### src/hw/rtl/token_bucket_shaper_core_defines.svh
// Assertion macros shared by the token bucket shaper RTL.
`ifndef TOKEN_BUCKET_SHAPER_CORE_DEFINES_SVH
`define TOKEN_BUCKET_SHAPER_CORE_DEFINES_SVH

// Same-cycle implication, sampled on clock, masked during reset.
`define TBS_ASSERT_SAME(label, ante, cons, msg) \
   label: assert property (@(posedge clock) disable iff (reset) (ante) |-> (cons)) \
      else $error(msg);

// Next-cycle implication, sampled on clock, masked during reset.
`define TBS_ASSERT_NEXT(label, ante, cons, msg) \
   label: assert property (@(posedge clock) disable iff (reset) (ante) |=> (cons)) \
      else $error(msg);

`endif

### src/hw/rtl/tbs_pkg.sv
// Types and constants for the token bucket shaper.
package tbs_pkg;

   localparam int TOKEN_W  = 16;
   localparam int NUM_W    = 16;
   localparam int COUNT_W  = 5;
   localparam int STATUS_W = 3;

   localparam logic [TOKEN_W-1:0] DEPTH_RESET = 16'd10;

   // Input op codes
   localparam logic OP_TICK   = 1'b0;
   localparam logic OP_PACKET = 1'b1;

   // Result status codes
   localparam logic [STATUS_W-1:0] STATUS_TOKEN_ADDED   = 3'd0;
   localparam logic [STATUS_W-1:0] STATUS_TOKEN_DROPPED = 3'd1;
   localparam logic [STATUS_W-1:0] STATUS_PKT_QUEUED    = 3'd2;
   localparam logic [STATUS_W-1:0] STATUS_PKT_TOO_BIG   = 3'd3;
   localparam logic [STATUS_W-1:0] STATUS_PKT_Q_FULL    = 3'd4;

   // Sequencer states
   typedef enum logic {
      ST_IDLE,
      ST_MOVE
   } tbs_state_type;

   // One waiting packet
   typedef struct packed {
      logic [TOKEN_W-1:0] need;
      logic [NUM_W-1:0]   number;
   } tbs_entry_type;

   // Per-cell control
   typedef struct packed {
      logic load;
      logic shift;
   } tbs_cell_ctrl_type;

endpackage

### src/hw/rtl/tbs_cell.sv
// One queue cell: holds a waiting packet, loads at the tail, shifts toward the head.
module tbs_cell (
   input  logic                       clock,
   input  tbs_pkg::tbs_cell_ctrl_type ctrl,
   input  tbs_pkg::tbs_entry_type     load_data,
   input  tbs_pkg::tbs_entry_type     next_data,
   output tbs_pkg::tbs_entry_type     data
);

   tbs_pkg::tbs_entry_type entry_ff;
   tbs_pkg::tbs_entry_type entry_in;

   // shift takes the neighbor's packet, load takes a new arrival
   always_comb begin
      entry_in = entry_ff;
      if (ctrl.shift) begin
         entry_in = next_data;
      end else if (ctrl.load) begin
         entry_in = load_data;
      end
   end

   always_ff @(posedge clock) begin
      entry_ff <= entry_in;
   end

   assign data = entry_ff;

endmodule

### src/hw/rtl/token_bucket_shaper_core.sv
// Token bucket shaper top level: bucket, counters, cell chain queue and result register.
//
//  channel | dir | handshake          | payload
//  req     | in  | req_valid/req_stall | req_op, req_tokens_needed
//  rsp     | out | rsp_valid/rsp_stall | status, level, move, numbers, counts
//  csr     | in  | csr_valid/csr_ready | csr_bucket_depth
//
// Each beat: the accept in ST_IDLE applies the tick or arrival and loads the tail
// cell, and ST_MOVE then checks the head cell and shifts the chain.
// ST_MOVE waits while the result register is full and stalled.
// Synchronous active-high reset; depth resets to 10, queue cells are not cleared.
// csr_ready is always high; the depth takes effect on the next beat.
`include "token_bucket_shaper_core_defines.svh"

module token_bucket_shaper_core #(
   parameter int QUEUE_DEPTH = 16
) (
   input  logic                              clock,
   input  logic                              reset,
   // configuration
   input  logic                              csr_valid,
   output logic                              csr_ready,
   input  logic [tbs_pkg::TOKEN_W-1:0]       csr_bucket_depth,
   // requests
   input  logic                              req_valid,
   output logic                              req_stall,
   input  logic                              req_op,
   input  logic [tbs_pkg::TOKEN_W-1:0]       req_tokens_needed,
   // results
   output logic                              rsp_valid,
   input  logic                              rsp_stall,
   output logic [tbs_pkg::STATUS_W-1:0]      rsp_status,
   output logic [tbs_pkg::TOKEN_W-1:0]       rsp_bucket_level,
   output logic                              rsp_moved,
   output logic [tbs_pkg::NUM_W-1:0]         rsp_moved_packet_number,
   output logic [tbs_pkg::TOKEN_W-1:0]       rsp_moved_tokens,
   output logic [tbs_pkg::NUM_W-1:0]         rsp_arrival_number,
   output logic [$clog2(QUEUE_DEPTH + 1)-1:0] rsp_queue_count,
   output logic [tbs_pkg::TOKEN_W-1:0]       rsp_tokens_dropped_total,
   output logic [tbs_pkg::TOKEN_W-1:0]       rsp_packets_dropped_total
);

   localparam int FILL_W = $clog2(QUEUE_DEPTH + 1);

   tbs_pkg::tbs_state_type state_ff, state_in;

   logic [tbs_pkg::TOKEN_W-1:0]  depth_ff, depth_in;
   logic [tbs_pkg::TOKEN_W-1:0]  bucket_ff, bucket_in;
   logic [FILL_W-1:0]            fill_ff, fill_in;
   logic [tbs_pkg::NUM_W-1:0]    next_num_ff, next_num_in;
   logic [tbs_pkg::TOKEN_W-1:0]  tok_drop_ff, tok_drop_in;
   logic [tbs_pkg::TOKEN_W-1:0]  pkt_drop_ff, pkt_drop_in;
   logic [tbs_pkg::STATUS_W-1:0] status_ff, status_in;
   logic [tbs_pkg::NUM_W-1:0]    arrival_ff, arrival_in;

   logic                         rsp_valid_ff, rsp_valid_in;
   logic [tbs_pkg::STATUS_W-1:0] rsp_status_ff;
   logic [tbs_pkg::TOKEN_W-1:0]  rsp_level_ff;
   logic                         rsp_moved_ff;
   logic [tbs_pkg::NUM_W-1:0]    rsp_mnum_ff;
   logic [tbs_pkg::TOKEN_W-1:0]  rsp_mtok_ff;
   logic [tbs_pkg::NUM_W-1:0]    rsp_arr_ff;
   logic [FILL_W-1:0]            rsp_qcount_ff;
   logic [tbs_pkg::TOKEN_W-1:0]  rsp_tdrop_ff;
   logic [tbs_pkg::TOKEN_W-1:0]  rsp_pdrop_ff;

   logic                         req_accept;
   logic                         finish;
   logic                         enq;
   logic                         do_move;
   logic                         move_clear;
   tbs_pkg::tbs_entry_type       new_entry;
   tbs_pkg::tbs_entry_type       cell_data [QUEUE_DEPTH];

   assign req_accept = req_valid && !req_stall;
   assign csr_ready  = 1'b1;

   // next state
   always_comb begin
      state_in = state_ff;
      case (state_ff)
         tbs_pkg::ST_IDLE: begin
            if (req_accept) begin
               state_in = tbs_pkg::ST_MOVE;
            end
         end
         tbs_pkg::ST_MOVE: begin
            if (finish) begin
               state_in = tbs_pkg::ST_IDLE;
            end
         end
         default: state_in = tbs_pkg::ST_IDLE;
      endcase
   end

   // state outputs
   always_comb begin
      req_stall = 1'b0;
      finish    = 1'b0;
      case (state_ff)
         tbs_pkg::ST_IDLE: begin
            req_stall = 1'b0;
            finish    = 1'b0;
         end
         tbs_pkg::ST_MOVE: begin
            req_stall = 1'b1;
            finish    = !rsp_valid_ff || !rsp_stall;
         end
         default: begin
            req_stall = 1'b1;
            finish    = 1'b0;
         end
      endcase
   end

   // head check: queue not empty and bucket covers the head's need
   assign do_move = finish && (fill_ff != '0) && (cell_data[0].need <= bucket_ff);

   assign new_entry.need   = req_tokens_needed;
   assign new_entry.number = next_num_ff;

   // depth, bucket, counters and arrival handling
   always_comb begin
      depth_in    = depth_ff;
      bucket_in   = bucket_ff;
      fill_in     = fill_ff;
      next_num_in = next_num_ff;
      tok_drop_in = tok_drop_ff;
      pkt_drop_in = pkt_drop_ff;
      status_in   = status_ff;
      arrival_in  = arrival_ff;
      enq         = 1'b0;
      if (csr_valid && csr_ready) begin
         depth_in = csr_bucket_depth;
      end
      if (req_accept) begin
         arrival_in = '0;
         if (req_op == tbs_pkg::OP_TICK) begin
            if (bucket_ff >= depth_ff) begin
               tok_drop_in = tok_drop_ff + 1'b1;
               status_in   = tbs_pkg::STATUS_TOKEN_DROPPED;
            end else begin
               bucket_in = bucket_ff + 1'b1;
               status_in = tbs_pkg::STATUS_TOKEN_ADDED;
            end
         end else begin
            arrival_in  = next_num_ff;
            next_num_in = (next_num_ff == '1) ? tbs_pkg::NUM_W'(1) : next_num_ff + 1'b1;
            if (req_tokens_needed > depth_ff) begin
               pkt_drop_in = pkt_drop_ff + 1'b1;
               status_in   = tbs_pkg::STATUS_PKT_TOO_BIG;
            end else if (fill_ff == FILL_W'(QUEUE_DEPTH)) begin
               pkt_drop_in = pkt_drop_ff + 1'b1;
               status_in   = tbs_pkg::STATUS_PKT_Q_FULL;
            end else begin
               enq       = 1'b1;
               fill_in   = fill_ff + 1'b1;
               status_in = tbs_pkg::STATUS_PKT_QUEUED;
            end
         end
      end else if (do_move) begin
         bucket_in = bucket_ff - cell_data[0].need;
         fill_in   = fill_ff - 1'b1;
      end
   end

   // result register
   always_comb begin
      rsp_valid_in = rsp_valid_ff;
      if (finish) begin
         rsp_valid_in = 1'b1;
      end else if (rsp_valid_ff && !rsp_stall) begin
         rsp_valid_in = 1'b0;
      end
   end

   always_ff @(posedge clock) begin
      if (reset) begin
         state_ff     <= tbs_pkg::ST_IDLE;
         depth_ff     <= tbs_pkg::DEPTH_RESET;
         bucket_ff    <= '0;
         fill_ff      <= '0;
         next_num_ff  <= tbs_pkg::NUM_W'(1);
         tok_drop_ff  <= '0;
         pkt_drop_ff  <= '0;
         rsp_valid_ff <= 1'b0;
      end else begin
         state_ff     <= state_in;
         depth_ff     <= depth_in;
         bucket_ff    <= bucket_in;
         fill_ff      <= fill_in;
         next_num_ff  <= next_num_in;
         tok_drop_ff  <= tok_drop_in;
         pkt_drop_ff  <= pkt_drop_in;
         rsp_valid_ff <= rsp_valid_in;
      end
   end

   // beat payload registers
   always_ff @(posedge clock) begin
      status_ff  <= status_in;
      arrival_ff <= arrival_in;
      if (finish) begin
         rsp_status_ff <= status_ff;
         rsp_level_ff  <= bucket_in;
         rsp_moved_ff  <= do_move;
         rsp_mnum_ff   <= do_move ? cell_data[0].number : '0;
         rsp_mtok_ff   <= do_move ? cell_data[0].need : '0;
         rsp_arr_ff    <= arrival_ff;
         rsp_qcount_ff <= fill_in;
         rsp_tdrop_ff  <= tok_drop_ff;
         rsp_pdrop_ff  <= pkt_drop_ff;
      end
   end

   // cell chain, head at cell 0
   for (genvar i = 0; i < QUEUE_DEPTH; i++) begin : g_cell
      tbs_pkg::tbs_cell_ctrl_type ctrl;
      tbs_pkg::tbs_entry_type     next_data;

      assign ctrl.load  = enq && (fill_ff == FILL_W'(i));
      assign ctrl.shift = do_move;

      if (i == QUEUE_DEPTH - 1) begin : g_last
         assign next_data = cell_data[i];
      end else begin : g_mid
         assign next_data = cell_data[i+1];
      end

      tbs_cell u_cell (
         .clock     (clock),
         .ctrl      (ctrl),
         .load_data (new_entry),
         .next_data (next_data),
         .data      (cell_data[i])
      );
   end

   assign rsp_valid                 = rsp_valid_ff;
   assign rsp_status                = rsp_status_ff;
   assign rsp_bucket_level          = rsp_level_ff;
   assign rsp_moved                 = rsp_moved_ff;
   assign rsp_moved_packet_number   = rsp_mnum_ff;
   assign rsp_moved_tokens          = rsp_mtok_ff;
   assign rsp_arrival_number        = rsp_arr_ff;
   assign rsp_queue_count           = rsp_qcount_ff;
   assign rsp_tokens_dropped_total  = rsp_tdrop_ff;
   assign rsp_packets_dropped_total = rsp_pdrop_ff;

   // move fields are zero when nothing left the queue
   assign move_clear = (rsp_mtok_ff == '0) && (rsp_mnum_ff == '0);

   // checks
   `TBS_ASSERT_SAME(a_fill_bound, 1'b1, fill_ff <= FILL_W'(QUEUE_DEPTH), "queue fill overflow")
   `TBS_ASSERT_NEXT(a_accept_busy, req_accept, state_ff == tbs_pkg::ST_MOVE, "no head check")
   `TBS_ASSERT_NEXT(a_move_fill, do_move, fill_ff == $past(fill_ff) - FILL_W'(1), "no fill drop")
   `TBS_ASSERT_SAME(a_idle_move, rsp_valid && !rsp_moved, move_clear, "stray move data")

endmodule
### config.mk
export PLATFORM = sky130hd
export DESIGN_NAME = token_bucket_shaper_core
export DESIGN_NICKNAME = d
export VERILOG_FILES = /design/src/hw/rtl/tbs_pkg.sv /design/src/hw/rtl/tbs_cell.sv /design/src/hw/rtl/token_bucket_shaper_core.sv
export VERILOG_INCLUDE_DIRS = /design/src /design/src/hw/rtl
export SDC_FILE = /design/constraint.sdc
export NUM_CORES = 1
export LEC_CHECK = 0
export BUFFER_PORTS_ARGS = -buffer_cell sky130_fd_sc_hd__buf_2
export CORE_MARGIN = 2
export CORE_UTILIZATION = 50
export DETAILED_ROUTE_END_ITERATION = 6
export GPL_ROUTABILITY_DRIVEN = 0
export PLACE_DENSITY = 0.69
export SYNTH_ARGS = -nofsm -noshare
export SYNTH_HDL_FRONTEND = slang
export SYNTH_SLANG_ARGS = --single-unit
### constraint.sdc
create_clock -name clock -period 11.7 [get_ports clock]
set_clock_uncertainty 0.2 [all_clocks]
set_input_delay 2.34 -clock clock [delete_from_list [all_inputs] [get_ports clock]]
set_output_delay 2.34 -clock clock [all_outputs]
set_load 0.05 [all_outputs]
# After elaboration in Yosys (flattened, before gate mapping)
# Index checks and enable logic that the tools add are counted.
[word_totals]
out_inout_bits = 108
register_bits = 723
in_bits = 38
[op_classes]
magnitude_cmp = 3
eq_ne = 17
bitwise = 3
mux = 57
addsub = 7
n_reduce_logical = 47
[op_table]
columns = ["operator", "n"]
rows = [
  ["32-bit two-way mux", 30],
  ["16-bit two-way mux", 7],
  ["16-bit by 1-bit adder with 16-bit output, second input constant", 4],
  ["5-bit by 4-bit equality test with 1-bit output, second input constant", 8],
  ["2-bit nonzero test", 17],
  ["5-bit two-way mux", 5],
  ["5-bit by 3-bit equality test with 1-bit output, second input constant", 4],
  ["1-bit logical AND", 20],
  ["16-bit equality test, second input constant", 1],
  ["16-bit >= comparator", 1],
  ["16-bit greater-than comparator", 1],
  ["16-bit less-or-equal comparator", 1],
  ["16-bit subtractor", 1],
  ["5-bit by 2-bit equality test with 1-bit output, second input constant", 2],
  ["1-bit two-way mux", 9],
  ["3-bit two-way mux", 3],
  ["1-bit case mux with 2 select lines", 3],
  ["3-bit AND reduction", 2],
  ["5-bit by 1-bit adder with 5-bit output, second input constant", 1],
  ["5-bit by 1-bit equality test with 1-bit output, second input constant", 1],
  ["5-bit equality test, second input constant", 1],
  ["5-bit zero test", 1],
  ["5-bit nonzero test", 1],
  ["5-bit by 1-bit subtractor with 5-bit output, second input constant", 1],
  ["4 further kinds", 9],
]

# Logic depth before layout (Yosys ltp)
# Gate-level depths: netlist of run 1.
[depth]
depth_word = 8
ltp_mapped = 13
depth_no_buf = 11

# By module
# Synthesis of run 1 repeated with hierarchy kept, for this count alone.
[unflattened]
cells_unflattened = 2039
hier_area_um2 = 34388.0
[modules_own_cells]
columns = ["mod", "cells_each", "area_per_inst_um2", "instances"]
rows = [
  ["tbs_cell", 69, 1507.7, 16],
  ["token_bucket_shaper_core", 935, 10264.8, 1],
]

# Worst setup path before layout of run 1
# Ideal clock, no wire load.
[synth_path]
path_type = "input to register"
startpoint = "input port rsp_stall"
endpoint = "register g_cell[10].u_cell.entry_ff (netlist bit g_cell[10].u_cell.data[0]) (enable)"
cell_stages = 7
slack_ns = 0.960
setup_ns = 0.466
path_buffers = 2
arrival_time_ns = 10.075
path_cell_list = "a21boi_1 -> o21ai_1 -> o22ai_2 -> nor2_4 -> buf_6 -> clkbuf_1 -> o21ai_0"
[synth_via]
elab_chain_len = 6
[synth_rtl]
columns = ["element", "line", "rtl"]
rows = [
  ["from (decl)", "token_bucket_shaper_core.sv:31", "input logic rsp_stall,"],
  ["1-bit zero test", "token_bucket_shaper_core.sv:107", "finish = !rsp_valid_ff || !rsp_stall;"],
  ["1-bit logical OR", "token_bucket_shaper_core.sv:107", ""],
  ["1-bit case mux with 2 select lines", "token_bucket_shaper_core.sv:100", "case (state_ff)"],
  ["1-bit logical AND (2 in a row)", "token_bucket_shaper_core.sv:117", "assign do_move = finish && (fill_ff != '0) && (cell_data[0].need <= bucket_ff);"],
  ["2-bit nonzero test (no source line)", "n/a", ""],
  ["to (signal assigned)", "tbs_cell.sv:24", "entry_ff <= entry_in;"],
  ["to (decl)", "tbs_cell.sv:10", "tbs_pkg::tbs_entry_type entry_ff;"],
]
# Every way passes these cells.
# A chain may end at the register's enable or synchronous reset.

==> results of run 1 <==
==> cell usage after synthesis (all sizes together), types with 22 or more instances <==
master     n  area (um^2)
xor2      23          201
nand3     31          155
ha        58          726
and3      25          156
inv       50          190
o21ai     38          194
a21oi     50          269
nor3      29          165
edfxtp   636        19100
buf      105          637
and2      37          231
nand2   1053         4030
nor2     104          398
dfxtp     87         1740
clkbuf    22         82.6
==> routing by layer <==
metal,vias to the layer above,share of wire [%]
met4,0,2.5
met5,-,0
met3,120,7.3
met2,743,46
met1,9277,45
li1,8970,-
==> through the flow <==
| step | setup slack, ns | utilization [%] | hold slack, ns |
|---|---|---|---|
| floorplan | 0.960 | - | 0.200 |
| detailed placement | 5.41 | 52.8 | 0.205 |
| global route | 5.68 | 56.9 | 0.226 |
| finish | 6.03 | 56.9 | 0.207 |
| global placement | 5.50 | 52.8 | 0.203 |
| CTS | 6.04 | 56.9 | 0.209 |
==> sequential cells by signal (all words and copies together) (netlist names), 3 cells and up <==
| signal | cells |
|---|---|
| depth_ff | 16 |
| bucket_ff | 16 |
| next_num_ff | 16 |
| g_cell.u_cell.data | 512 |
| tok_drop_ff | 16 |
| rsp_status | 3 |
| rsp_tokens_dropped_total | 16 |
| fill_ff | 5 |
| rsp_moved_packet_number | 16 |
| rsp_arrival_number | 16 |
| rsp_bucket_level | 16 |
| rsp_queue_count | 5 |
| arrival_ff | 16 |
| rsp_moved_tokens | 16 |
| status_ff | 3 |
| pkt_drop_ff | 16 |
| rsp_packets_dropped_total | 16 |
==> final timing paths <==
kind	startpoint	endpoint	slack, ns	cells after the start
max	rsp_stall	g_cell[9].u_cell.data[1]	6.03	9
min	arrival_ff[15]	rsp_arrival_number[15]	0.21	0
max reg2reg	fill_ff[0]	g_cell[14].u_cell.data[10]	7.07	10
min reg2reg	arrival_ff[15]	rsp_arrival_number[15]	0.21	0
==> layout make-up <==
type,count,area (um^2),share of cell area [%]
Clock buffer,97,2040,6.07
Multi-Input combinational cell,1648,8370,24.9
Timing Repair Buffer,163,863,2.57
Tap cell,773,967,2.88
Sequential cell,723,20800,62.0
Inverter,50,204,0.607
Clock inverter,31,329,0.979
==> logic make-up after synthesis <==
group,Yosys count,synth area share [%]
other cells,1,0.0125
simple gates,1360,19.0
mux,26,0.912
flops,723,69.6
fa+ha+maj,59,2.49
compound gates,164,3.76
xor+xnor,38,1.11
buf+inv,177,3.04
==> report_power, final <==
group / internal, mW / total (mW) / switching, mW
Sequential: 2.83 / 2.84 / 0.0126
Clock: 1.36 / 2.32 / 0.957
Combinational: 0.0517 / 0.239 / 0.188
Total: 4.24 / 5.40 / 1.16
==> critical path: cells and delay by family <==
| family | cells | cell delay, ns |
|---|---|---|
| AOI/OAI and AO/OA | 3 | 1.46 |
| buffers and inverters | 3 | 1.57 |
| and+or+nand+nor | 3 | 0.40 |
==> placed cells by master, fill, tap and decap left out, types with 7 or more instances in the layout <==
cell type                   synthesis  final
sky130_fd_sc_hd__nand2_1         1030   1030
sky130_fd_sc_hd__edfxtp_1         636    636
sky130_fd_sc_hd__buf_2             77    144
sky130_fd_sc_hd__nor2_1           103    103
sky130_fd_sc_hd__dfxtp_1           87     87
sky130_fd_sc_hd__clkbuf_16          0     76
sky130_fd_sc_hd__ha_1              58     58
sky130_fd_sc_hd__inv_1             49     49
sky130_fd_sc_hd__a21oi_1           47     47
sky130_fd_sc_hd__and2_1            37     37
sky130_fd_sc_hd__nand3_1           31     31
sky130_fd_sc_hd__o21ai_0           35     27
sky130_fd_sc_hd__nor3_1            25     25
sky130_fd_sc_hd__and3_1            25     24
sky130_fd_sc_hd__xor2_1            23     23
sky130_fd_sc_hd__nand2_2           20     20
sky130_fd_sc_hd__nand4_1           19     19
sky130_fd_sc_hd__buf_4             15     19
sky130_fd_sc_hd__mux2i_1           16     16
sky130_fd_sc_hd__xnor2_1           15     15
sky130_fd_sc_hd__clkbuf_1          22     15
sky130_fd_sc_hd__or3_1             12     12
sky130_fd_sc_hd__o211ai_1          10     10
sky130_fd_sc_hd__nor2b_1           10     10
sky130_fd_sc_hd__clkinv_2           0      9
sky130_fd_sc_hd__a211oi_1           8      8
sky130_fd_sc_hd__mux2_2             8      8
sky130_fd_sc_hd__o21ai_4            0      8
sky130_fd_sc_hd__clkinv_1           0      8
sky130_fd_sc_hd__nand2b_1           7      7
sky130_fd_sc_hd__nor4_1             7      7
sky130_fd_sc_hd__a31oi_1            7      7
sky130_fd_sc_hd__o31ai_4            0      7
==> PnR_summary.wiki, run 1 <==
{| class="wikitable"
! Metric !! Value
|-
| Setup repair after global routing missed its margin || false
|-
| DIE AREA || between 0.06 and 0.07 mm^2
|-
| Leading register cell type out of synthesis || sky130_fd_sc_hd__edfxtp_1
|-
| Count of state elements after synthesis || 723
|-
| Crit path capture type || flop
|-
| Drt via density || 5.48
|-
| Met2 Use GR || 33.6%
|-
| Number of nets in the layout || 2,755
|-
| Average wire length per cell after detail routing || between 15 and 20 um
|-
| Total routed wirelength || around 66,000 um
|-
| Maximum frequency from static timing analysis || 176 MHz
|-
| Overall track demand over capacity in global routing || 21.6%
|-
| Final setup fails || 0
|-
| Number of pins exceeding their max-slew limit in the final report || 0
|-
| Number of enable-type register cells in the synthesized netlist || 636
|-
| Area of placed instances || 0.0312 mm^2
|-
| Grt met1 use || between 30% and 40%
|-
| Core ar. || 0.0591 mm^2
|-
| Total count of hold-check failures in the final report || 0
|-
| Most Frequent Cell on Critical Path || sky130_fd_sc_hd__nand2_1
|-
| Status || finished with violations
|-
| Non-filler cells in the finished layout || 3,485
|-
| DRT Pass-1 Iters || 7
|-
| Initial core utilization || 50.6%
|-
| Slowest stage cell, crit path || sky130_fd_sc_hd__buf_4
|-
| Via count of the first global-routing pass || approximately 19,000
|-
| Crit path kind || in2reg
|-
| Type of the tightest min-delay check || reg2reg
|-
| Number of hold buffers added after CTS || 0
|-
| Top-level port count || 146
|-
| Most heavily used metal layer in global routing || met2
|-
| Global-route wire length before repair || ~110,000 um
|-
| Overall die height || 249 um
|-
| Number of max-cap violations || 0
|-
| Leakage power || roughly 13 nW
|-
| Data arrival, critical path || 5.93 ns
|-
| Sequential fraction of the synthesis area || 69.6%
|-
| Share of async-settable or async-resettable flops after synthesis || 0%
|-
| Peak per-stage delay on the critical path || about 0.95 ns
|-
| Mapped Avg Cell Area || approximately 12 um^2
|-
| Count of unique library cells instantiated by Yosys || 75
|-
| Antenna viol nets, final || 0
|-
| Number of instances in the placed design || 3,357
|-
| Post-synthesis instance area || 0.0299 mm^2
|-
| Clock Path Buffers || 3
|-
| N_diodes || 0
|-
| Share of the clock period used by the worst path || 48.5%
|-
| Critical path startpoint category || primary input
|-
| Power density over the cells || 161 mW/mm^2
|-
| Slew margin rel. || 16.6%
|-
| Warnings from Yosys || 0
|-
| Number of nets in the synthesized netlist || 2,645
|-
| Final cell area excluding filler cells || 0.0336 mm^2
|-
| H-Tree Level Count || 3
|-
| Largest fanout on the critical path || 229
|-
| Detailed router's first-iteration violation count || just under 2,000
|-
| Number of instances resized during post-cts repair || 0
|-
| Number of buffers inserted by post-CTS setup repair || 0
|-
| Post-Route Setup TNS || 0 ns
|-
| Die width || 249 um
|-
| Clock tree from TritonCTS || done
|-
| Cell chosen for the clock root || sky130_fd_sc_hd__clkbuf_16
|-
| DRC errors left || 13
|-
| Clock transition at the register clock pins on the worst setup and hold paths after CTS || roughly 0.060 ns
|-
| Total grt overflow || 0
|-
| Final period demand of the worst path || 5.67 ns
|-
| Area delta synth->final || 12.3%
|-
| Total power || 5.40 mW
|-
| Actual transition at the worst max-transition pin || ~1.2 ns
|-
| Via count || roughly 19,000
|-
| Number of buffers created by CTS || 72
|-
| GR Util met3 || approximately 3.6%
|-
| Gate Count Post-Synth || 2,548
|-
| Hpwl dp || 41,600 um
|-
| Clock sink total || slightly above 700
|-
| Antenna violations before repair || 0
|-
| Share of final-layout standard cells stronger than drive strength 1 || 12.6%
|-
| Source-to-sink clock delay at the later pin of the worst-skew pair || between 0.6 and 0.7 ns
|-
| Violations in the final reports || DRC
|-
| Count of port buffers added during placement || about 140
|-
| Required time at the endpoint of the critical path || 11.96 ns
|-
| Peak supply drop || 0.0930 mV
|-
| Total of fill cells in the finished design || approximately 4,700
|-
| Cell chain of the critical path || buf_2 -> a21boi_4 -> o21ai_1 -> o22ai_2 -> nor2_4 -> inv_16 -> buf_4 -> nand2_1 -> nand2_1
|-
| Maximum number of pins on one net before global-route repair || 230
|-
| Row count || 89
|}
Note: power is estimated with default switching activity, not from simulation.
==> inputs of run 2 (changes only) <==
PLACE_DENSITY = 0.72   (was 0.69)
clock period = 5.1 ns   (was 11.7 ns; I/O delays follow)
==> run 2 against run 1 <==
Net effect:
- clock power rose by 120%
- critical endpoint is now g_cell[11].u_cell.data[5]
- via count rose by 0.67%
- design area grew 0.33%
- global-route usage is essentially flat
- worst hold slack better by 0.0098 ns
- sequential power up 130%
- sequential cell count unchanged
- critical path type unchanged
- first-iteration DRC count grew 22%
- total power grew 130%
- the run still ends with DRC left
- final cell count rose by 0.60%
- utilization grew 0.19 points
- non-clock buffer count rose by 17
==> PnR_summary.wiki, run 2 (synthesis results as in run 1) <==
{| class="wikitable"
! Metric !! Value
|-
| Initial core utilization || just over 50%
|-
| Overall die height || 249 um
|-
| DRT Pass-1 Iters || 7
|-
| Number of max-cap violations || 0
|-
| Share of final-layout standard cells stronger than drive strength 1 || 12.9%
|-
| Commonest cells after routing, fill and taps aside || sky130_fd_sc_hd__nand2_1 (1,030), sky130_fd_sc_hd__edfxtp_1 (636), sky130_fd_sc_hd__buf_2 (144)
|-
| Average wire length per cell after detail routing || 19.0 um
|-
| Required time at the endpoint of the critical path || 5.21 ns
|-
| H-Tree Level Count || 3
|-
| Overall track demand over capacity in global routing || 21.5%
|-
| Maximum frequency from static timing analysis || about 250 MHz
|-
| Global-route wire length before repair || ~100,000 um
|-
| Via count || 19,200
|-
| Total grt overflow || 0
|-
| Number of nets in the layout || 2,771
|-
| Status || finished with violations
|-
| GR Util met3 || 3.33%
|-
| Final setup fails || 0
|-
| Total of fill cells in the finished design || 4,676
|-
| Slew margin rel. || 39.3%
|-
| Antenna violations before repair || 3
|-
| DIE AREA || a little over 0.06 mm^2
|-
| Grt met1 use || 31.0%
|-
| Final cell area excluding filler cells || 0.0337 mm^2
|-
| Area delta synth->final || 12.7%
|-
| Most common library cell in the layout ignoring fill and taps || sky130_fd_sc_hd__nand2_1
|-
| Total count of hold-check failures in the final report || 0
|-
| Setup repair after global routing missed its margin || false
|-
| Number of hold buffers added after CTS || 0
|-
| Clock transition at the register clock pins on the worst setup and hold paths after CTS || around 0.06 ns
|-
| Non-filler cells in the finished layout || 3,506
|-
| Critical path startpoint category || primary input
|-
| Power density over the cells || 364 mW/mm^2
|-
| Type of the tightest min-delay check || reg2reg
|-
| Clock tree from TritonCTS || done
|-
| Most heavily used metal layer in global routing || met2
|-
| Leakage power || 13.4 nW
|-
| Final period demand of the worst path || 4.03 ns
|-
| Via count of the first global-routing pass || about 19,000
|-
| Row count || 89
|-
| Number of buffers inserted by post-CTS setup repair || 0
|-
| Peak supply drop || 0.258 mV
|-
| Core ar. || 0.0591 mm^2
|-
| Top-level port count || 146
|-
| DRC errors left || 20
|-
| Largest fanout on the critical path || 17
|-
| Crit path capture type || flop
|-
| Max FFs per register || 512
|-
| Crit path kind || in2reg
|-
| Cell chosen for the clock root || sky130_fd_sc_hd__clkbuf_16
|-
| Hold WS || about 0.22 ns
|-
| Detailed router's first-iteration violation count || 2,359
|-
| Source-to-sink clock delay at the later pin of the worst-skew pair || 0.60 ns
|-
| Actual transition at the worst max-transition pin || 0.911 ns
|-
| Number of pins exceeding their max-slew limit in the final report || 0
|-
| Violations in the final reports || DRC
|-
| Area of placed instances || 0.0314 mm^2
|-
| Maximum number of pins on one net before global-route repair || between 200 and 250
|-
| Die width || 249 um
|-
| Clock Path Buffers || 3
|-
| Hpwl dp || about 43,000 um
|-
| Number of instances in the placed design || 3,374
|-
| Met2 Use GR || 33.7%
|-
| Data arrival, critical path || slightly above 4 ns
|-
| Number of buffers created by CTS || 71
|-
| Drt via density || 5.49
|-
| Antenna viol nets, final || 0
|-
| Count of port buffers added during placement || 144
|-
| Clock sink total || slightly above 700
|-
| Number of instances resized during post-cts repair || 0
|-
| Share of the clock period used by the worst path || 79.0%
|-
| Total routed wirelength || about 66,000 um
|}
## run 2: per-layer routing
layer | vias to the layer above | wire (um)
li1 | 9011 | -
met1 | 9321 | 29100
met2 | 800 | 30800
met3 | 104 | 4960
met4 | 2 | 1610
met5 | - | 12
## run 2: final timing paths
check | to | slack [ns] | startpoint | depth (start not counted)
setup / recovery | g_cell[11].u_cell.data[5] | 1.07 | req_tokens_needed[14] | 11
hold / removal | rsp_arrival_number[4] | 0.22 | arrival_ff[4] | 0
setup reg to reg | g_cell[12].u_cell.data[16] | 1.11 | bucket_ff[0] | 12
hold reg to reg | rsp_arrival_number[4] | 0.22 | arrival_ff[4] | 0
## run 2: power by group
part | internal (mW) | total [mW] | leakage, nW | switching, mW
Clock | 3.01 | 5.21 | 1.12 | 2.20
Sequential | 6.48 | 6.51 | 6.59 | 0.0288
Combinational | 0.121 | 0.565 | 5.71 | 0.444
Total | 9.61 | 12.3 | 13.4 | 2.67
## run 2: layout make-up
type	count	area, um^2	area share, %
Clock inverter	37	357	1.06
Tap cell	773	967	2.87
Antenna cell	2	5.00	0.0148
Sequential cell	723	20800	61.8
Timing Repair Buffer	180	1040	3.09
Multi-Input combinational cell	1648	8370	24.8
Inverter	50	204	0.605
Clock buffer	93	1940	5.76
## run 2: stage by stage
stage | setup TNS (ns) | total power [mW] | util [%] | setup WS, ns
floorplan | -196.23 | 7.02 | - | -0.544
global placement | 0 | 7.19 | 53.1 | 0.573
detailed placement | 0 | 7.20 | 53.1 | 0.536
CTS | 0 | 12.4 | 57.0 | 1.15
global route | 0 | 12.7 | 57.0 | 0.949
finish | 0 | 12.3 | 57.0 | 1.07
## run 2: critical path, stage by stage
cell and delay [ns]:
sky130_fd_sc_hd__buf_2 0.12, sky130_fd_sc_hd__ha_1 0.30, sky130_fd_sc_hd__a21o_1 0.16, sky130_fd_sc_hd__a21oi_1 0.34
sky130_fd_sc_hd__o21ai_0 0.15, sky130_fd_sc_hd__or3_4 0.44, sky130_fd_sc_hd__a21oi_1 0.16, sky130_fd_sc_hd__buf_4 0.16
sky130_fd_sc_hd__nand3_1 0.39, sky130_fd_sc_hd__o21ai_4 0.63, sky130_fd_sc_hd__buf_12 0.23
